## config.mk

```make
export PLATFORM = sky130hd
export DESIGN_NAME = multilane_byte_hash_top_flat
export DESIGN_NICKNAME = d
export VERILOG_FILES = /design/src/hw/rtl/mhash_pkg.sv /design/src/hw/rtl/mhash_channels.sv /design/src/hw/rtl/mhash_cell.sv /design/src/hw/rtl/mhash_mix.sv /design/src/hw/rtl/mhash_ctrl.sv /design/src/hw/rtl/multilane_byte_hash_top.sv /design/src/flat_wrapper.sv
export VERILOG_INCLUDE_DIRS = /design/src /design/src/hw/rtl
export SDC_FILE = /design/constraint.sdc
export NUM_CORES = 2
export LEC_CHECK = 0
export BUFFER_PORTS_ARGS = -buffer_cell sky130_fd_sc_hd__buf_4
export CORE_AREA = 2 2 483 485
export CTS_BUF_LIST = sky130_fd_sc_hd__clkbuf_4 sky130_fd_sc_hd__clkbuf_8
export CTS_CLUSTER_DIAMETER = 30
export CTS_CLUSTER_SIZE = 30
export DETAILED_ROUTE_END_ITERATION = 10
export DIE_AREA = 0 0 485 487
export GPL_TIMING_DRIVEN = 0
export HOLD_SLACK_MARGIN = 0.15
export MAX_ROUTING_LAYER = met4
export PLACE_DENSITY_LB_ADDON = 0.05
export SKIP_LAST_GASP = 1
export SLEW_MARGIN = 30
export SYNTH_ARGS = -nofsm -noshare
export SYNTH_HDL_FRONTEND = slang
export SYNTH_SLANG_ARGS = --single-unit
```

## constraint.sdc

```tcl
create_clock -name clk -period 14.7 [get_ports clk]
set_input_delay 0.735 -clock clk [delete_from_list [all_inputs] [get_ports clk]]
set_output_delay 0.735 -clock clk [all_outputs]
set_load 0.01 [all_outputs]
```

## src/hw/rtl/assert_macros.svh

```systemverilog
// Assertion macros shared by the multilane byte hash RTL.
`ifndef ASSERT_MACROS_SVH
`define ASSERT_MACROS_SVH

// Property that must hold at every clock edge outside reset.
`define MH_ASSERT(lbl, clk, rstn, prop, msg) \
  lbl: assert property (@(posedge clk) disable iff (!rstn) (prop)) else $error(msg);

// Condition that must never be true outside reset.
`define MH_ASSERT_NEVER(lbl, clk, rstn, cond, msg) \
  lbl: assert property (@(posedge clk) disable iff (!rstn) !(cond)) else $error(msg);

`endif

```

## src/hw/rtl/mhash_pkg.sv

```systemverilog
// Package with the types, constants and helper functions of the multilane byte hash.
package mhash_pkg;

  localparam int LANE_COUNT_DEF = 32;
  localparam int LANE_W         = 32;
  localparam int CNT_MAX_W      = 7;   // holds lane counts up to 64 plus two ring stages
  localparam int POS_W          = 5;
  localparam int IDX_W          = 6;
  localparam int FIN_ROUNDS     = 4;

  localparam logic [31:0] K_BYTE   = 32'h9e3779b1;
  localparam logic [31:0] K_LANE   = 32'h85ebca6b;
  localparam logic [31:0] K_MIX    = 32'h27d4eb2d;
  localparam logic [31:0] K_FIN1   = 32'h85ebca6b;
  localparam logic [31:0] K_FIN2   = 32'hc2b2ae35;
  localparam logic [31:0] XS_SEED  = 32'h9e3779b1;
  localparam logic [4:0]  ROT_STEP = 5'd7;

  localparam logic [31:0] LANE_INIT [32] = '{
    32'h243f6a88, 32'h85a308d3, 32'h13198a2e, 32'h03707344,
    32'ha4093822, 32'h299f31d0, 32'h082efa98, 32'hec4e6c89,
    32'h452821e6, 32'h38d01377, 32'hbe5466cf, 32'h34e90c6c,
    32'hc0ac29b7, 32'hc97c50dd, 32'h3f84d5b5, 32'hb5470917,
    32'h9216d5d9, 32'h8979fb1b, 32'hd1310ba6, 32'h98dfb5ac,
    32'h2ffd72db, 32'hd01adfb7, 32'hb8e1afed, 32'h6a267e96,
    32'hba7c9045, 32'hf12c7f99, 32'h24a19947, 32'hb3916cf7,
    32'h0801f2e2, 32'h858efc16, 32'h636920d8, 32'h71574e69
  };

  typedef enum logic [1:0] {
    OP_PASS,
    OP_ABSORB,
    OP_FINAL
  } op_t;

  typedef enum logic [1:0] {
    ST_IDLE,
    ST_ABSORB,
    ST_FINAL,
    ST_EMIT
  } state_t;

  // Control bundle from the sequencer to the lane ring and the mix stages.
  typedef struct packed {
    op_t                   op;
    logic                  shift;
    logic [CNT_MAX_W-1:0]  lane;
    logic [POS_W-1:0]      pos;
    logic [LANE_W-1:0]     acc;
    logic                  emit_take;
    logic                  reload;
  } ctl_t;

  // Reset value of lane k: the fixed table, then an xorshift32 sequence.
  function automatic logic [31:0] lane_init(input int k);
    logic [31:0] s;
    s = XS_SEED;
    if (k < 32) begin
      return LANE_INIT[k];
    end
    for (int j = 32; j <= k; j++) begin
      s = s ^ (s << 13);
      s = s ^ (s >> 17);
      s = s ^ (s << 5);
    end
    return s;
  endfunction

  // Rotate left; a zero amount leaves the word unchanged.
  function automatic logic [31:0] rotl32(input logic [31:0] v, input logic [4:0] a);
    logic [63:0] w;
    w = {v, v} << a;
    return w[63:32];
  endfunction

endpackage

```

## src/hw/rtl/mhash_channels.sv

```systemverilog
// Handshake interfaces for the input byte channel and the digest word channel.
interface mhash_in_if;
  logic       valid;
  logic       ready;
  logic [7:0] data_byte;
  logic       has_byte;
  logic       end_of_message;

  modport source(output valid, output data_byte, output has_byte, output end_of_message,
                 input ready);
  modport sink(input valid, input data_byte, input has_byte, input end_of_message,
               output ready);
endinterface

interface mhash_out_if;
  logic        valid;
  logic        ready;
  logic [31:0] digest_word;
  logic [5:0]  word_index;
  logic        last_word;

  modport source(output valid, output digest_word, output word_index, output last_word,
                 input ready);
  modport sink(input valid, input digest_word, input word_index, input last_word,
               output ready);
endinterface

```

## src/hw/rtl/mhash_cell.sv

```systemverilog
// One lane cell of the ring: holds a lane word and passes it to its neighbor.
module mhash_cell #(
  parameter logic [31:0] INIT = 32'h0
) (
  input  logic        clk,
  input  logic        load,
  input  logic        shift,
  input  logic [31:0] d_in,
  output logic [31:0] q
);
  logic [31:0] word_r;

  always_ff @(posedge clk) begin
    if (load) begin
      word_r <= INIT;
    end else if (shift) begin
      word_r <= d_in;
    end
  end

  assign q = word_r;
endmodule

```

## src/hw/rtl/mhash_mix.sv

```systemverilog
// Three-stage lane mixer that closes the ring: absorb, finalize or pass a lane word.
module mhash_mix (
  input  logic              clk,
  input  mhash_pkg::ctl_t   ctl,
  input  logic [31:0]       v_in,
  output logic [31:0]       v_out
);
  import mhash_pkg::*;

  logic [31:0] p1_v_r, p1_v_nxt;
  logic [31:0] p1_p_r, p1_p_nxt;
  logic [31:0] p2_v_r, p2_v_nxt;
  logic [4:0]  rot_amt;
  logic [31:0] rot_v;
  logic [31:0] mul_a;
  logic [31:0] mul_k;
  logic [31:0] mul_a_p;
  logic [31:0] fin_b;

  // Stage A: xor with the byte/lane term and rotate, then one shared multiplier.
  always_comb begin
    rot_amt = ctl.lane[4:0] * ROT_STEP + ctl.pos;
    rot_v   = rotl32(v_in ^ ctl.acc, rot_amt);
    if (ctl.op == OP_FINAL) begin
      mul_a = v_in ^ (v_in >> 15);
      mul_k = K_FIN1;
    end else begin
      mul_a = rot_v ^ (rot_v >> 16);
      mul_k = K_MIX;
    end
    mul_a_p = mul_a * mul_k;
    case (ctl.op)
      OP_ABSORB: begin
        p1_v_nxt = rot_v;
        p1_p_nxt = mul_a_p;
      end
      OP_FINAL: begin
        p1_v_nxt = mul_a_p;
        p1_p_nxt = mul_a_p;
      end
      default: begin
        p1_v_nxt = v_in;
        p1_p_nxt = v_in;
      end
    endcase
  end

  // Stage B: the add of the absorb mix, or the second finalization multiply.
  always_comb begin
    fin_b = p1_v_r ^ (p1_v_r >> 13);
    case (ctl.op)
      OP_ABSORB: p2_v_nxt = p1_v_r + p1_p_r;
      OP_FINAL:  p2_v_nxt = fin_b * K_FIN2;
      default:   p2_v_nxt = p1_v_r;
    endcase
  end

  always_ff @(posedge clk) begin
    if (ctl.shift) begin
      p1_v_r <= p1_v_nxt;
      p1_p_r <= p1_p_nxt;
      p2_v_r <= p2_v_nxt;
    end
  end

  // Stage C: last xor-shift of a finalization round.
  assign v_out = (ctl.op == OP_FINAL) ? (p2_v_r ^ (p2_v_r >> 16)) : p2_v_r;
endmodule

```

## src/hw/rtl/mhash_ctrl.sv

```systemverilog
// Sequencer: steps the lane ring through absorb, finalize and emit passes.
`include "assert_macros.svh"

module mhash_ctrl #(
  parameter int LANE_COUNT = mhash_pkg::LANE_COUNT_DEF
) (
  input  logic            clk,
  input  logic            rst_n,
  input  logic            in_valid,
  output logic            in_ready,
  input  logic [7:0]      data_byte,
  input  logic            has_byte,
  input  logic            end_of_message,
  input  logic            out_free,
  output mhash_pkg::ctl_t ctl
);
  import mhash_pkg::*;

  localparam int CNT_W = $clog2(LANE_COUNT + 2);
  localparam logic [CNT_W-1:0] N_C      = CNT_W'(LANE_COUNT);
  localparam logic [CNT_W-1:0] LAST_CNT = CNT_W'(LANE_COUNT + 1);
  localparam logic [1:0]       LAST_RND = 2'(FIN_ROUNDS - 1);

  state_t            state_r, state_nxt;
  logic [CNT_W-1:0]  cnt_r, cnt_nxt;
  logic [1:0]        round_r, round_nxt;
  logic [POS_W-1:0]  pos_r, pos_nxt;
  logic [31:0]       acc_r, acc_nxt;
  logic              eom_r, eom_nxt;
  logic              in_fire;
  logic              shift;
  logic              pass_end;
  logic              lane_slot;

  assign in_fire   = in_valid && in_ready;
  assign lane_slot = cnt_r < N_C;

  // Outputs of the sequencer.
  always_comb begin
    in_ready = (state_r == ST_IDLE);
    case (state_r)
      ST_ABSORB: shift = 1'b1;
      ST_FINAL:  shift = 1'b1;
      ST_EMIT:   shift = !lane_slot || out_free;
      default:   shift = 1'b0;
    endcase
    pass_end = shift && (cnt_r == LAST_CNT);

    case (state_r)
      ST_ABSORB: ctl.op = OP_ABSORB;
      ST_FINAL:  ctl.op = OP_FINAL;
      default:   ctl.op = OP_PASS;
    endcase
    ctl.shift     = shift;
    ctl.lane      = CNT_MAX_W'(cnt_r);
    ctl.pos       = pos_r;
    ctl.acc       = acc_r;
    ctl.emit_take = (state_r == ST_EMIT) && shift && lane_slot;
    ctl.reload    = (state_r == ST_EMIT) && pass_end;
  end

  // Next state.
  always_comb begin
    state_nxt = state_r;
    case (state_r)
      ST_IDLE: begin
        if (in_fire) begin
          if (has_byte) begin
            state_nxt = ST_ABSORB;
          end else if (end_of_message) begin
            state_nxt = ST_FINAL;
          end
        end
      end
      ST_ABSORB: begin
        if (pass_end) begin
          state_nxt = eom_r ? ST_FINAL : ST_IDLE;
        end
      end
      ST_FINAL: begin
        if (pass_end && (round_r == LAST_RND)) begin
          state_nxt = ST_EMIT;
        end
      end
      ST_EMIT: begin
        if (pass_end) begin
          state_nxt = ST_IDLE;
        end
      end
      default: state_nxt = ST_IDLE;
    endcase
  end

  // Counters and datapath registers.
  always_comb begin
    cnt_nxt   = cnt_r;
    round_nxt = round_r;
    pos_nxt   = pos_r;
    acc_nxt   = acc_r;
    eom_nxt   = eom_r;
    if (shift) begin
      cnt_nxt = pass_end ? '0 : cnt_r + 1'b1;
    end
    if (in_fire) begin
      acc_nxt = {24'd0, data_byte} * K_BYTE;
      eom_nxt = end_of_message;
    end else if ((state_r == ST_ABSORB) && shift) begin
      acc_nxt = acc_r + K_LANE;
    end
    if ((state_r == ST_ABSORB) && pass_end) begin
      pos_nxt = pos_r + 1'b1;
    end
    if ((state_r == ST_FINAL) && pass_end) begin
      round_nxt = round_r + 1'b1;
    end
    if ((state_r == ST_EMIT) && pass_end) begin
      pos_nxt = '0;
    end
  end

  always_ff @(posedge clk) begin
    if (!rst_n) begin
      state_r <= ST_IDLE;
      cnt_r   <= '0;
      round_r <= '0;
      pos_r   <= '0;
      eom_r   <= 1'b0;
    end else begin
      state_r <= state_nxt;
      cnt_r   <= cnt_nxt;
      round_r <= round_nxt;
      pos_r   <= pos_nxt;
      eom_r   <= eom_nxt;
    end
  end

  always_ff @(posedge clk) begin
    acc_r <= acc_nxt;
  end

  `MH_ASSERT_NEVER(a_cnt_range, clk, rst_n, cnt_r > LAST_CNT, "ring step count out of range")
  `MH_ASSERT(a_reload_idle, clk, rst_n, ctl.reload |=> (state_r == ST_IDLE) && (pos_r == '0), "reload must end in idle with position cleared")
  `MH_ASSERT_NEVER(a_round_final, clk, rst_n, (state_r != ST_FINAL) && (round_r != 2'd0), "round count left nonzero outside finalization")
endmodule

```

## src/hw/rtl/multilane_byte_hash_top.sv

```systemverilog
// Top level of the multilane byte hash: lane ring, mixer, sequencer, output register.
//
// in_ch takes one word per message byte: data_byte with has_byte set, or an
// end-only word with has_byte clear. end_of_message on a word finalizes after it.
// out_ch returns LANE_COUNT digest words per message, lane 0 first, with
// word_index giving the lane and last_word marking lane LANE_COUNT-1.
// The lane words circulate in a ring of LANE_COUNT cells closed by a
// three-stage mixer (two pipeline registers); each pass brings every lane once
// through the mixer. A byte word takes one absorb pass, and an end-of-message
// word adds four finalization passes and one emit pass; the digest words are
// captured during the emit pass. in_ready is high only between items, so the
// block takes no new word until the last one is through.
// A stalled out_ch holds the ring during the emit pass; the words are never
// dropped. After the last digest word leaves the ring, the lanes reload their
// initial values and the byte position returns to zero.
// Reset (rst_n low, synchronous) loads the initial lane values.
`include "assert_macros.svh"

module multilane_byte_hash_top #(
  parameter int LANE_COUNT = mhash_pkg::LANE_COUNT_DEF
) (
  input  logic       clk,
  input  logic       rst_n,
  mhash_in_if.sink   in_ch,
  mhash_out_if.source out_ch
);
  import mhash_pkg::*;

  localparam logic [IDX_W-1:0] IDX_LAST = IDX_W'(LANE_COUNT - 1);

  ctl_t        ctl;
  logic [31:0] lane_q [LANE_COUNT];
  logic [31:0] mix_out;
  logic        ring_load;
  logic        out_free;

  logic              out_valid_r, out_valid_nxt;
  logic [31:0]       out_word_r;
  logic [IDX_W-1:0]  out_idx_r;
  logic              out_last_r;

  assign ring_load = !rst_n || ctl.reload;
  assign out_free  = !out_valid_r || out_ch.ready;

  mhash_ctrl #(
    .LANE_COUNT(LANE_COUNT)
  ) u_ctrl (
    .clk           (clk),
    .rst_n         (rst_n),
    .in_valid      (in_ch.valid),
    .in_ready      (in_ch.ready),
    .data_byte     (in_ch.data_byte),
    .has_byte      (in_ch.has_byte),
    .end_of_message(in_ch.end_of_message),
    .out_free      (out_free),
    .ctl           (ctl)
  );

  mhash_mix u_mix (
    .clk  (clk),
    .ctl  (ctl),
    .v_in (lane_q[0]),
    .v_out(mix_out)
  );

  for (genvar i = 0; i < LANE_COUNT; i++) begin : g_lane
    if (i == LANE_COUNT - 1) begin : g_tail
      mhash_cell #(
        .INIT(lane_init(i))
      ) u_cell (
        .clk  (clk),
        .load (ring_load),
        .shift(ctl.shift),
        .d_in (mix_out),
        .q    (lane_q[i])
      );
    end else begin : g_body
      mhash_cell #(
        .INIT(lane_init(i))
      ) u_cell (
        .clk  (clk),
        .load (ring_load),
        .shift(ctl.shift),
        .d_in (lane_q[i+1]),
        .q    (lane_q[i])
      );
    end
  end

  // The digest word is captured as its lane leaves the head cell.
  always_comb begin
    if (ctl.emit_take) begin
      out_valid_nxt = 1'b1;
    end else if (out_ch.ready) begin
      out_valid_nxt = 1'b0;
    end else begin
      out_valid_nxt = out_valid_r;
    end
  end

  always_ff @(posedge clk) begin
    if (!rst_n) begin
      out_valid_r <= 1'b0;
    end else begin
      out_valid_r <= out_valid_nxt;
    end
  end

  always_ff @(posedge clk) begin
    if (ctl.emit_take) begin
      out_word_r <= lane_q[0];
      out_idx_r  <= ctl.lane[IDX_W-1:0];
      out_last_r <= (ctl.lane[IDX_W-1:0] == IDX_LAST);
    end
  end

  assign out_ch.valid       = out_valid_r;
  assign out_ch.digest_word = out_word_r;
  assign out_ch.word_index  = out_idx_r;
  assign out_ch.last_word   = out_last_r;

  `MH_ASSERT(a_last_index, clk, rst_n, out_valid_r |-> (out_last_r == (out_idx_r == IDX_LAST)), "last_word disagrees with word_index")
endmodule

```

## src/flat_wrapper.sv

```systemverilog
// flat-port wrapper written by rule: the top's interface ports become plain ports
module multilane_byte_hash_top_flat import mhash_pkg::*;
#(
  parameter int LANE_COUNT = mhash_pkg::LANE_COUNT_DEF
)
  (clk, rst_n, in_ch_valid, in_ch_data_byte, in_ch_has_byte, in_ch_end_of_message, in_ch_ready, out_ch_valid, out_ch_digest_word, out_ch_word_index, out_ch_last_word, out_ch_ready);
  mhash_in_if in_ch_i ();
  mhash_out_if out_ch_i ();
  input  logic clk;
  input  logic rst_n;
  input wire logic [$bits(in_ch_i.valid)-1:0] in_ch_valid;
  input wire logic [$bits(in_ch_i.data_byte)-1:0] in_ch_data_byte;
  input wire logic [$bits(in_ch_i.has_byte)-1:0] in_ch_has_byte;
  input wire logic [$bits(in_ch_i.end_of_message)-1:0] in_ch_end_of_message;
  output wire logic [$bits(in_ch_i.ready)-1:0] in_ch_ready;
  output wire logic [$bits(out_ch_i.valid)-1:0] out_ch_valid;
  output wire logic [$bits(out_ch_i.digest_word)-1:0] out_ch_digest_word;
  output wire logic [$bits(out_ch_i.word_index)-1:0] out_ch_word_index;
  output wire logic [$bits(out_ch_i.last_word)-1:0] out_ch_last_word;
  input wire logic [$bits(out_ch_i.ready)-1:0] out_ch_ready;
  assign in_ch_i.valid = in_ch_valid;
  assign in_ch_i.data_byte = in_ch_data_byte;
  assign in_ch_i.has_byte = in_ch_has_byte;
  assign in_ch_i.end_of_message = in_ch_end_of_message;
  assign in_ch_ready = in_ch_i.ready;
  assign out_ch_valid = out_ch_i.valid;
  assign out_ch_digest_word = out_ch_i.digest_word;
  assign out_ch_word_index = out_ch_i.word_index;
  assign out_ch_last_word = out_ch_i.last_word;
  assign out_ch_i.ready = out_ch_ready;
  multilane_byte_hash_top #(.LANE_COUNT(LANE_COUNT)) u_core (.clk(clk), .rst_n(rst_n), .in_ch(in_ch_i), .out_ch(out_ch_i));
endmodule
```

**Word-level counts from Yosys, hierarchy flattened**

Index checks and enable logic that the tools add are counted.

- Register bits: 1,208
- Latch bits: 0
- RAM bits: 0
- Memory bits (read-only): 0
- Output and inout bits: 41
- Word-level logic and storage cells: 119
- Memories kept: 0

- $add $sub $neg: 6
- Multipliers: 4
- Divide/modulo/power cells: 0
- Order comparisons: 1
- Equality and inequality tests: 13
- Shift-type cells: 1
- Muxes and demuxes: 21
- Bitwise logic cells: 6
- Reductions and logical operators: 22

Operators with widths:

| cell | number |
|---|---|
| $mux W32 | 6 |
| $pmux W32 S2 | 2 |
| $shl A64 B5 Y64 | 1 |
| $xor A32 B16 Y32 | 2 |
| $add A32 B32 Y32 | 1 |
| $add A32 B32 Y32 const B | 1 |
| $mul A32 B31 Y32 const B | 1 |
| $mul A32 B32 Y32 | 1 |
| $mul A8 B32 Y32 const B | 1 |
| $xor A32 B17 Y32 | 1 |
| $xor A32 B19 Y32 | 1 |
| $xor A32 B32 Y32 | 1 |
| $mux W2 | 7 |
| $logic_and A1 B1 Y1 | 9 |
| $eq A2 B2 Y1 const B | 4 |
| $pmux W2 S4 | 1 |
| $add A6 B1 Y6 const B | 1 |
| $eq A6 B5 Y1 const B | 1 |
| $eq A6 B6 Y1 const B | 1 |
| $lt A6 B6 Y1 const B | 1 |
| $mux W6 | 1 |
| $ne A2 B2 Y1 const B | 3 |
| $reduce_or A2 Y1 | 3 |
| $add A5 B1 Y5 const B | 1 |
| 15 further kinds | 22 |

**Depth between registers and ports, before layout**

- Depth in word-level cells: 8
- Gate-level depth with buffers: 45

**By module**

From an unflattened synthesis, not the netlist that was laid out.

- Cells, all modules: 7,167
- Area, all modules: 75,514.9 um^2

By module, submodules not included:

| module | instances | cells an instance | area an instance (um^2) |
|---|---|---|---|
| mhash_mix | 1 | 3,087 | 30,246.5 |
| mhash_cell (u_core.g_lane[12].g_body.u_cell ...) | 6 | 104 | 1,176.1 |
| mhash_ctrl | 1 | 714 | 6,301.0 |
| mhash_cell (u_core.g_lane[0].g_body.u_cell ...) | 4 | 104 | 1,194.9 |
| mhash_cell (u_core.g_lane[17].g_body.u_cell ...) | 4 | 104 | 1,179.9 |
| mhash_cell (u_core.g_lane[22].g_body.u_cell ...) | 4 | 104 | 1,178.6 |
| mhash_cell (u_core.g_lane[1].g_body.u_cell ...) | 4 | 103 | 1,177.4 |
| mhash_cell (u_core.g_lane[10].g_body.u_cell ...) | 3 | 104 | 1,172.4 |
| mhash_cell (u_core.g_lane[16].g_body.u_cell ...) | 2 | 104 | 1,177.4 |
| mhash_cell (u_core.g_lane[3].g_body.u_cell ...) | 2 | 103 | 1,174.9 |
| multilane_byte_hash_top | 1 | 46 | 1,244.9 |
| mhash_cell (u_core.g_lane[13].g_body.u_cell) | 1 | 104 | 1,174.9 |
| mhash_cell (u_core.g_lane[4].g_body.u_cell) | 1 | 103 | 1,173.6 |
| mhash_cell (u_core.g_lane[28].g_body.u_cell) | 1 | 103 | 1,172.4 |

**Worst setup path after synthesis**

Ideal clock, no wire load.

- Path kind: flip-flop to flip-flop
- From: reg u_core.u_ctrl.cnt_r[1]
- To: reg u_core.u_mix.p1_p_r[31] (data pin)
- Setup time: 0.260 ns
- Data arrival time: 10.200 ns
- Setup slack: 4.240 ns
- Cell stages (with the launch flop): 34
- Cells stage by stage: dfxtp_1 -> fa_1 -> xor2_1 -> ha_1 -> fa_1 -> buf_4 -> buf_1 -> clkbuf_1 -> mux4_2 -> mux2i_1 -> mux2i_1 -> and2_1 -> or2_2 -> fa_1 -> inv_1 -> fa_1 -> fa_1 -> fa_1 -> fa_1 -> fa_1 -> fa_1 -> fa_1 -> xnor2_1 -> xnor2_1 -> xnor2_1 -> xnor2_1 -> xnor2_1 -> xnor2_1 -> xnor2_1 -> xnor2_1 -> xnor2_1 -> xnor3_1 -> xnor2_1 -> mux2_2

- Word-level cells in the longest chain between the ends: 7

Ends and longest elaborated chain:

| what | RTL line | source |
|---|---|---|
| from (decl) | mhash_ctrl.sv:25 | `logic [CNT_W-1:0] cnt_r, cnt_nxt;` |
| from (signal assigned) | mhash_ctrl.sv:130 | `cnt_r <= cnt_nxt;` |
| $mul A5 B3 Y5 | mhash_mix.sv:22 | `rot_amt = ctl.lane[4:0] * ROT_STEP + ctl.pos;` |
| $add A5 B5 Y5 | mhash_mix.sv:22 |  |
| $shl A64 B5 Y64 | mhash_pkg.sv:72 | `w = {v, v} << a;` |
| $xor A32 B16 Y32 | mhash_mix.sv:28 | `mul_a = rot_v ^ (rot_v >> 16);` |
| $mux W32 | mhash_mix.sv:24 | `if (ctl.op == OP_FINAL) begin` |
| $mul A32 B32 Y32 | mhash_mix.sv:31 | `mul_a_p = mul_a * mul_k;` |
| $mux W32 | mhash_mix.sv:32 | `case (ctl.op)` |
| net u_core.u_mix.p1_p_nxt[31] | mhash_mix.sv:11 | `logic [31:0] p1_p_r, p1_p_nxt;` |
| to (signal assigned) | mhash_mix.sv:61 | `p1_p_r <= p1_p_nxt;` |
| to (decl) | mhash_mix.sv:11 |  |

The timed path passes the listed nets, and every way through them passes these cells.
A chain may end at the register's enable or synchronous reset.

**Worst setup path in the final report**

- From: reg u_core.u_ctrl.cnt_r[1]
- To: reg u_core.u_mix.p1_v_r[30] (data pin)

- Word-level cells in the longest chain between the ends: 7

Ends and longest elaborated chain:

| what | RTL line | source |
|---|---|---|
| $mul A5 B3 Y5 (*) | mhash_mix.sv:22 |  |
| $add A5 B5 Y5 (*) | mhash_mix.sv:22 |  |
| $shl A64 B5 Y64 (*) | mhash_pkg.sv:72 |  |
| $xor A32 B16 Y32 | mhash_mix.sv:28 |  |
| $mux W32 | mhash_mix.sv:24 |  |
| $mul A32 B32 Y32 | mhash_mix.sv:31 |  |
| $pmux W32 S2 (*) | mhash_mix.sv:32 |  |
| net u_core.u_mix.p1_v_nxt[30] | mhash_mix.sv:10 | `logic [31:0] p1_v_r, p1_v_nxt;` |
| to (signal assigned) | mhash_mix.sv:60 | `p1_v_r <= p1_v_nxt;` |
| to (decl) | mhash_mix.sv:10 |  |

Mark *: on every way through the listed nets, which the timed path passes. The rest lies on a longest branch.

==> implementation parameters <==
Parameter                              Value

Logic synthesis
  Most frequent cell after synthesis    sky130_fd_sc_hd__nand2_1
  Number of different library cells in the post-synthesis netlist    about 80
  Share of synthesized area spent on multiplexers    0.02786
  Combinational family with the most area after synthesis    adder cells
  Post-synthesis instance area    a little over 70000 sq um
  Asr flop ratio synth    0
  Share of the yosys chip area belonging to registers    0.3627
  Cells after Synth    about 8000
  Fraction of synthesized cell area in xor and xnor cells    0.04006
  Mapped Avg Cell Area    8.755 sq um
  EDFF count, synth    about 170
  Yosys reg bits    between 1000 and 1500
  Simple-gate share of the synthesized area    0.1782
  Yosys top cell area share    0.2924
  Compound-cell area share of the yosys netlist    0.08157
  Synth area leaders    sky130_fd_sc_hd__dfxtp_1 (29%), sky130_fd_sc_hd__fa_1 (15%), sky130_fd_sc_hd__nand2_1 (12%)
  Most common library cells after synthesis    sky130_fd_sc_hd__nand2_1 (2227), sky130_fd_sc_hd__dfxtp_1 (1041), sky130_fd_sc_hd__inv_1 (852)
  Dominant synthesized flop cell    sky130_fd_sc_hd__dfxtp_1
  Warnings from Yosys    0
  Synthesized-area fraction occupied by adder cells    0.2410
  Post-synth top area cell    sky130_fd_sc_hd__dfxtp_1

Final layout
  NumNets Final    around 9600
  Final Util    0.3588
  Number of cells in the finished layout apart from fillers    about 12000
  Area overhead of the layout relative to synthesis    16.48%
  Layout cell share with drive strength beyond 1    0.08669

Critical path
  Slowest cell delay on critical path    just under 0.8 ns
  Critical Setup Path Class    register to register
  Worst reg-to-reg setup slack    roughly 1.1 ns
  CP Data Required Time    ~15 ns
  Data arrival time of the worst path    about 14 ns
  Cell with the largest stage delay on the worst path    sky130_fd_sc_hd__nor2_1
  Critical Path Most Common Cell    sky130_fd_sc_hd__fa_1
  Kind of end point of the critical path    register
  Startpoint class of the critical path    register
  Highest net fanout along the worst path    10

CTS
  Worst skew pair latency    1.00 ns
  Maximum buffer depth of the clock tree    4
  Clock Sink Count    1208
  Clk slew on worst S/H paths    about 0.060 ns
  TritonCTS clock tree    done
  Number of H-tree levels    5
  Master cell of the clock root buffer    sky130_fd_sc_hd__clkbuf_8
  Number of buffers created by CTS    330

Floorplanning
  Starting Density    0.3080
  Vertical die dimension    a little under 500 um
  Die boundary width    roughly 490 um
  I/O pin total    55
  Overall die area    between 200000 and 250000 sq um
  Cell row count    about 180
  Core box area    roughly 230000 sq um

Placement
  Inst Count DP    approximately 11000
  Placed wire-length estimate    ~210 mm
  Setup Slack @ Placement    about 1.5 ns
  Placer Congestion    0.9222
  Port buffer count    between 50 and 60

Timing
  Fin. max-slew vios    0
  Setup tns final    0 ns
  Setup WS post-layout    1.122 ns
  Hold Violations, Final    0
  Fmax    about 74 MHz
  Worst Tran Pin Value    1.117 ns
  Ratio of final minimum period to clock period    0.9237
  Relative slew margins    0.2554
  Post-route clock skew    ~0.067 ns
  Time the final worst path needs with I/O delays and setup    13.58 ns
  Setup repair after global routing missed its margin    false
  Final setup viols    0

Route
  Via density per instance    approximately 4.8
  Via total after detailed routing    between 50000 and 60000
  Post-route antenna net violation count    0
  Number of detailed-routing iterations run before antenna repair    5
  DRT Wirelength    around 270 mm
  Wirelength per Cell    22.56 um
  DR DRC count    0
  Drt initial violations    just over 4000

Run
  Maxcap violations    0

GRT
  Initial antenna violation count    7
  Remaining global-route overflow    0
  Largest net degree at the start of global routing    39
  Global Route Usage Sum    0.2305
  Via count of the first global-routing pass    approximately 57000
  Wire length of the first global-routing pass    391.1 mm

Hold path
  Min-delay worst type    input port to register

Status
  Status    completed
per-stage QoR:
| step | hold WS, ns | cell area, sq um |
|---|---|---|
| 4_1_cts | 0.2481 | 83010 |
| 6_report | 0.3354 | 83030 |
| 2_1_floorplan | 0.4064 | 71280 |
| 5_1_grt | 0.3102 | 83020 |
| 3_5_place_dp | 0.4164 | 75700 |
| 3_3_place_gp | 0.4157 | 75490 |
layout make-up:
| class | instances | area, sq um |
|---|---|---|
| clock buffer | 447 | 5827 |
| antenna | 3 | 7.507 |
| buffer | 435 | 1689 |
| timing repair buffer | 65 | 584.3 |
| clock inverter | 123 | 1424 |
| sequential | 1208 | 25850 |
| multi-input combinational | 5646 | 40630 |
| fill | 24230 | 148400 |
| tap | 3043 | 3807 |
| inverter | 854 | 3206 |
kinds of logic after synthesis:
logic type               count (synthesis)
AND/OR/NAND/NOR                       3108
buffers and inverters                 1289
flip-flops                            1208
adder cells (fa/ha/maj)               1049
AO/OA/AOI/OAI                         1020
XOR/XNOR                               322
multiplexers                           144
other                                    2
repair_timing:
action | CTS | global route
buffers inserted | 0 | 0
hold endpoints to repair | 7 | 0
hold buffers | 6 | 0
gates resized for setup | 0 | 0
endpoints found under the setup margin | 0 | 0
per-layer routing:
| metal | GRT usage | routed length, um |
|---|---|---|
| met5 | - | 0 |
| met4 | 0.05122 | 5159 |
| met3 | 0.03362 | 13900 |
| met2 | 0.3313 | 112900 |
| met1 | 0.3393 | 134800 |
registers in the layout, indices dropped and copies added, names as in the netlist:
name / count
u_core.g_lane.g_body.u_cell.q: 992
u_core.g_lane.g_tail.u_cell.q: 32
u_core.out_ch.digest_word: 32
u_core.u_ctrl.acc_r: 32
u_core.u_mix.p1_p_r: 32
u_core.u_mix.p1_v_r: 32
u_core.u_mix.p2_v_r: 32
u_core.out_ch.word_index: 6
u_core.u_ctrl.cnt_r: 6
u_core.u_ctrl.pos_r: 5
u_core.u_ctrl.round_r: 2
u_core.u_ctrl.state_r: 2
u_core.out_ch.last_word: 1
u_core.out_ch.valid: 1
u_core.u_ctrl.eom_r: 1
critical path, delay by kind of cell (launching register included):
| family | cells | cell delay (ns) |
|---|---|---|
| compound gates | 9 | 2.59 |
| xor+xnor | 5 | 1.70 |
| fa+ha+maj | 11 | 4.76 |
| buf+inv | 6 | 0.85 |
| flops | 1 | 0.70 |
| mux | 3 | 1.26 |
| simple gates | 3 | 1.35 |
cells in the final DEF (no fill, tap or decap), drive strengths merged, types with 167 or more instances in the layout:
cell type	instances
nand2	2227
a21oi	671
dfxtp	1041
ha	509
edfxtp	167
clkbuf	844
xnor2	212
nor2	211
fa	540
inv	869
nand3	516
worst paths after layout:
| check | startpoint | endpoint | cells after the start |
|---|---|---|---|
| hold / removal | rst_n | u_core.out_ch.valid | 2 |
| setup reg to reg | u_core.u_ctrl.cnt_r[1] | u_core.u_mix.p1_v_r[30] | 37 |
| hold reg to reg | u_core.g_lane[16].g_body.u_cell.q[23] | u_core.g_lane[15].g_body.u_cell.q[23] | 2 |
| setup / recovery | u_core.u_ctrl.cnt_r[1] | u_core.u_mix.p1_v_r[30] | 37 |
Power is not shown: default switching activity piles up to over one toggle a cycle in this logic, so the estimate is an artifact.
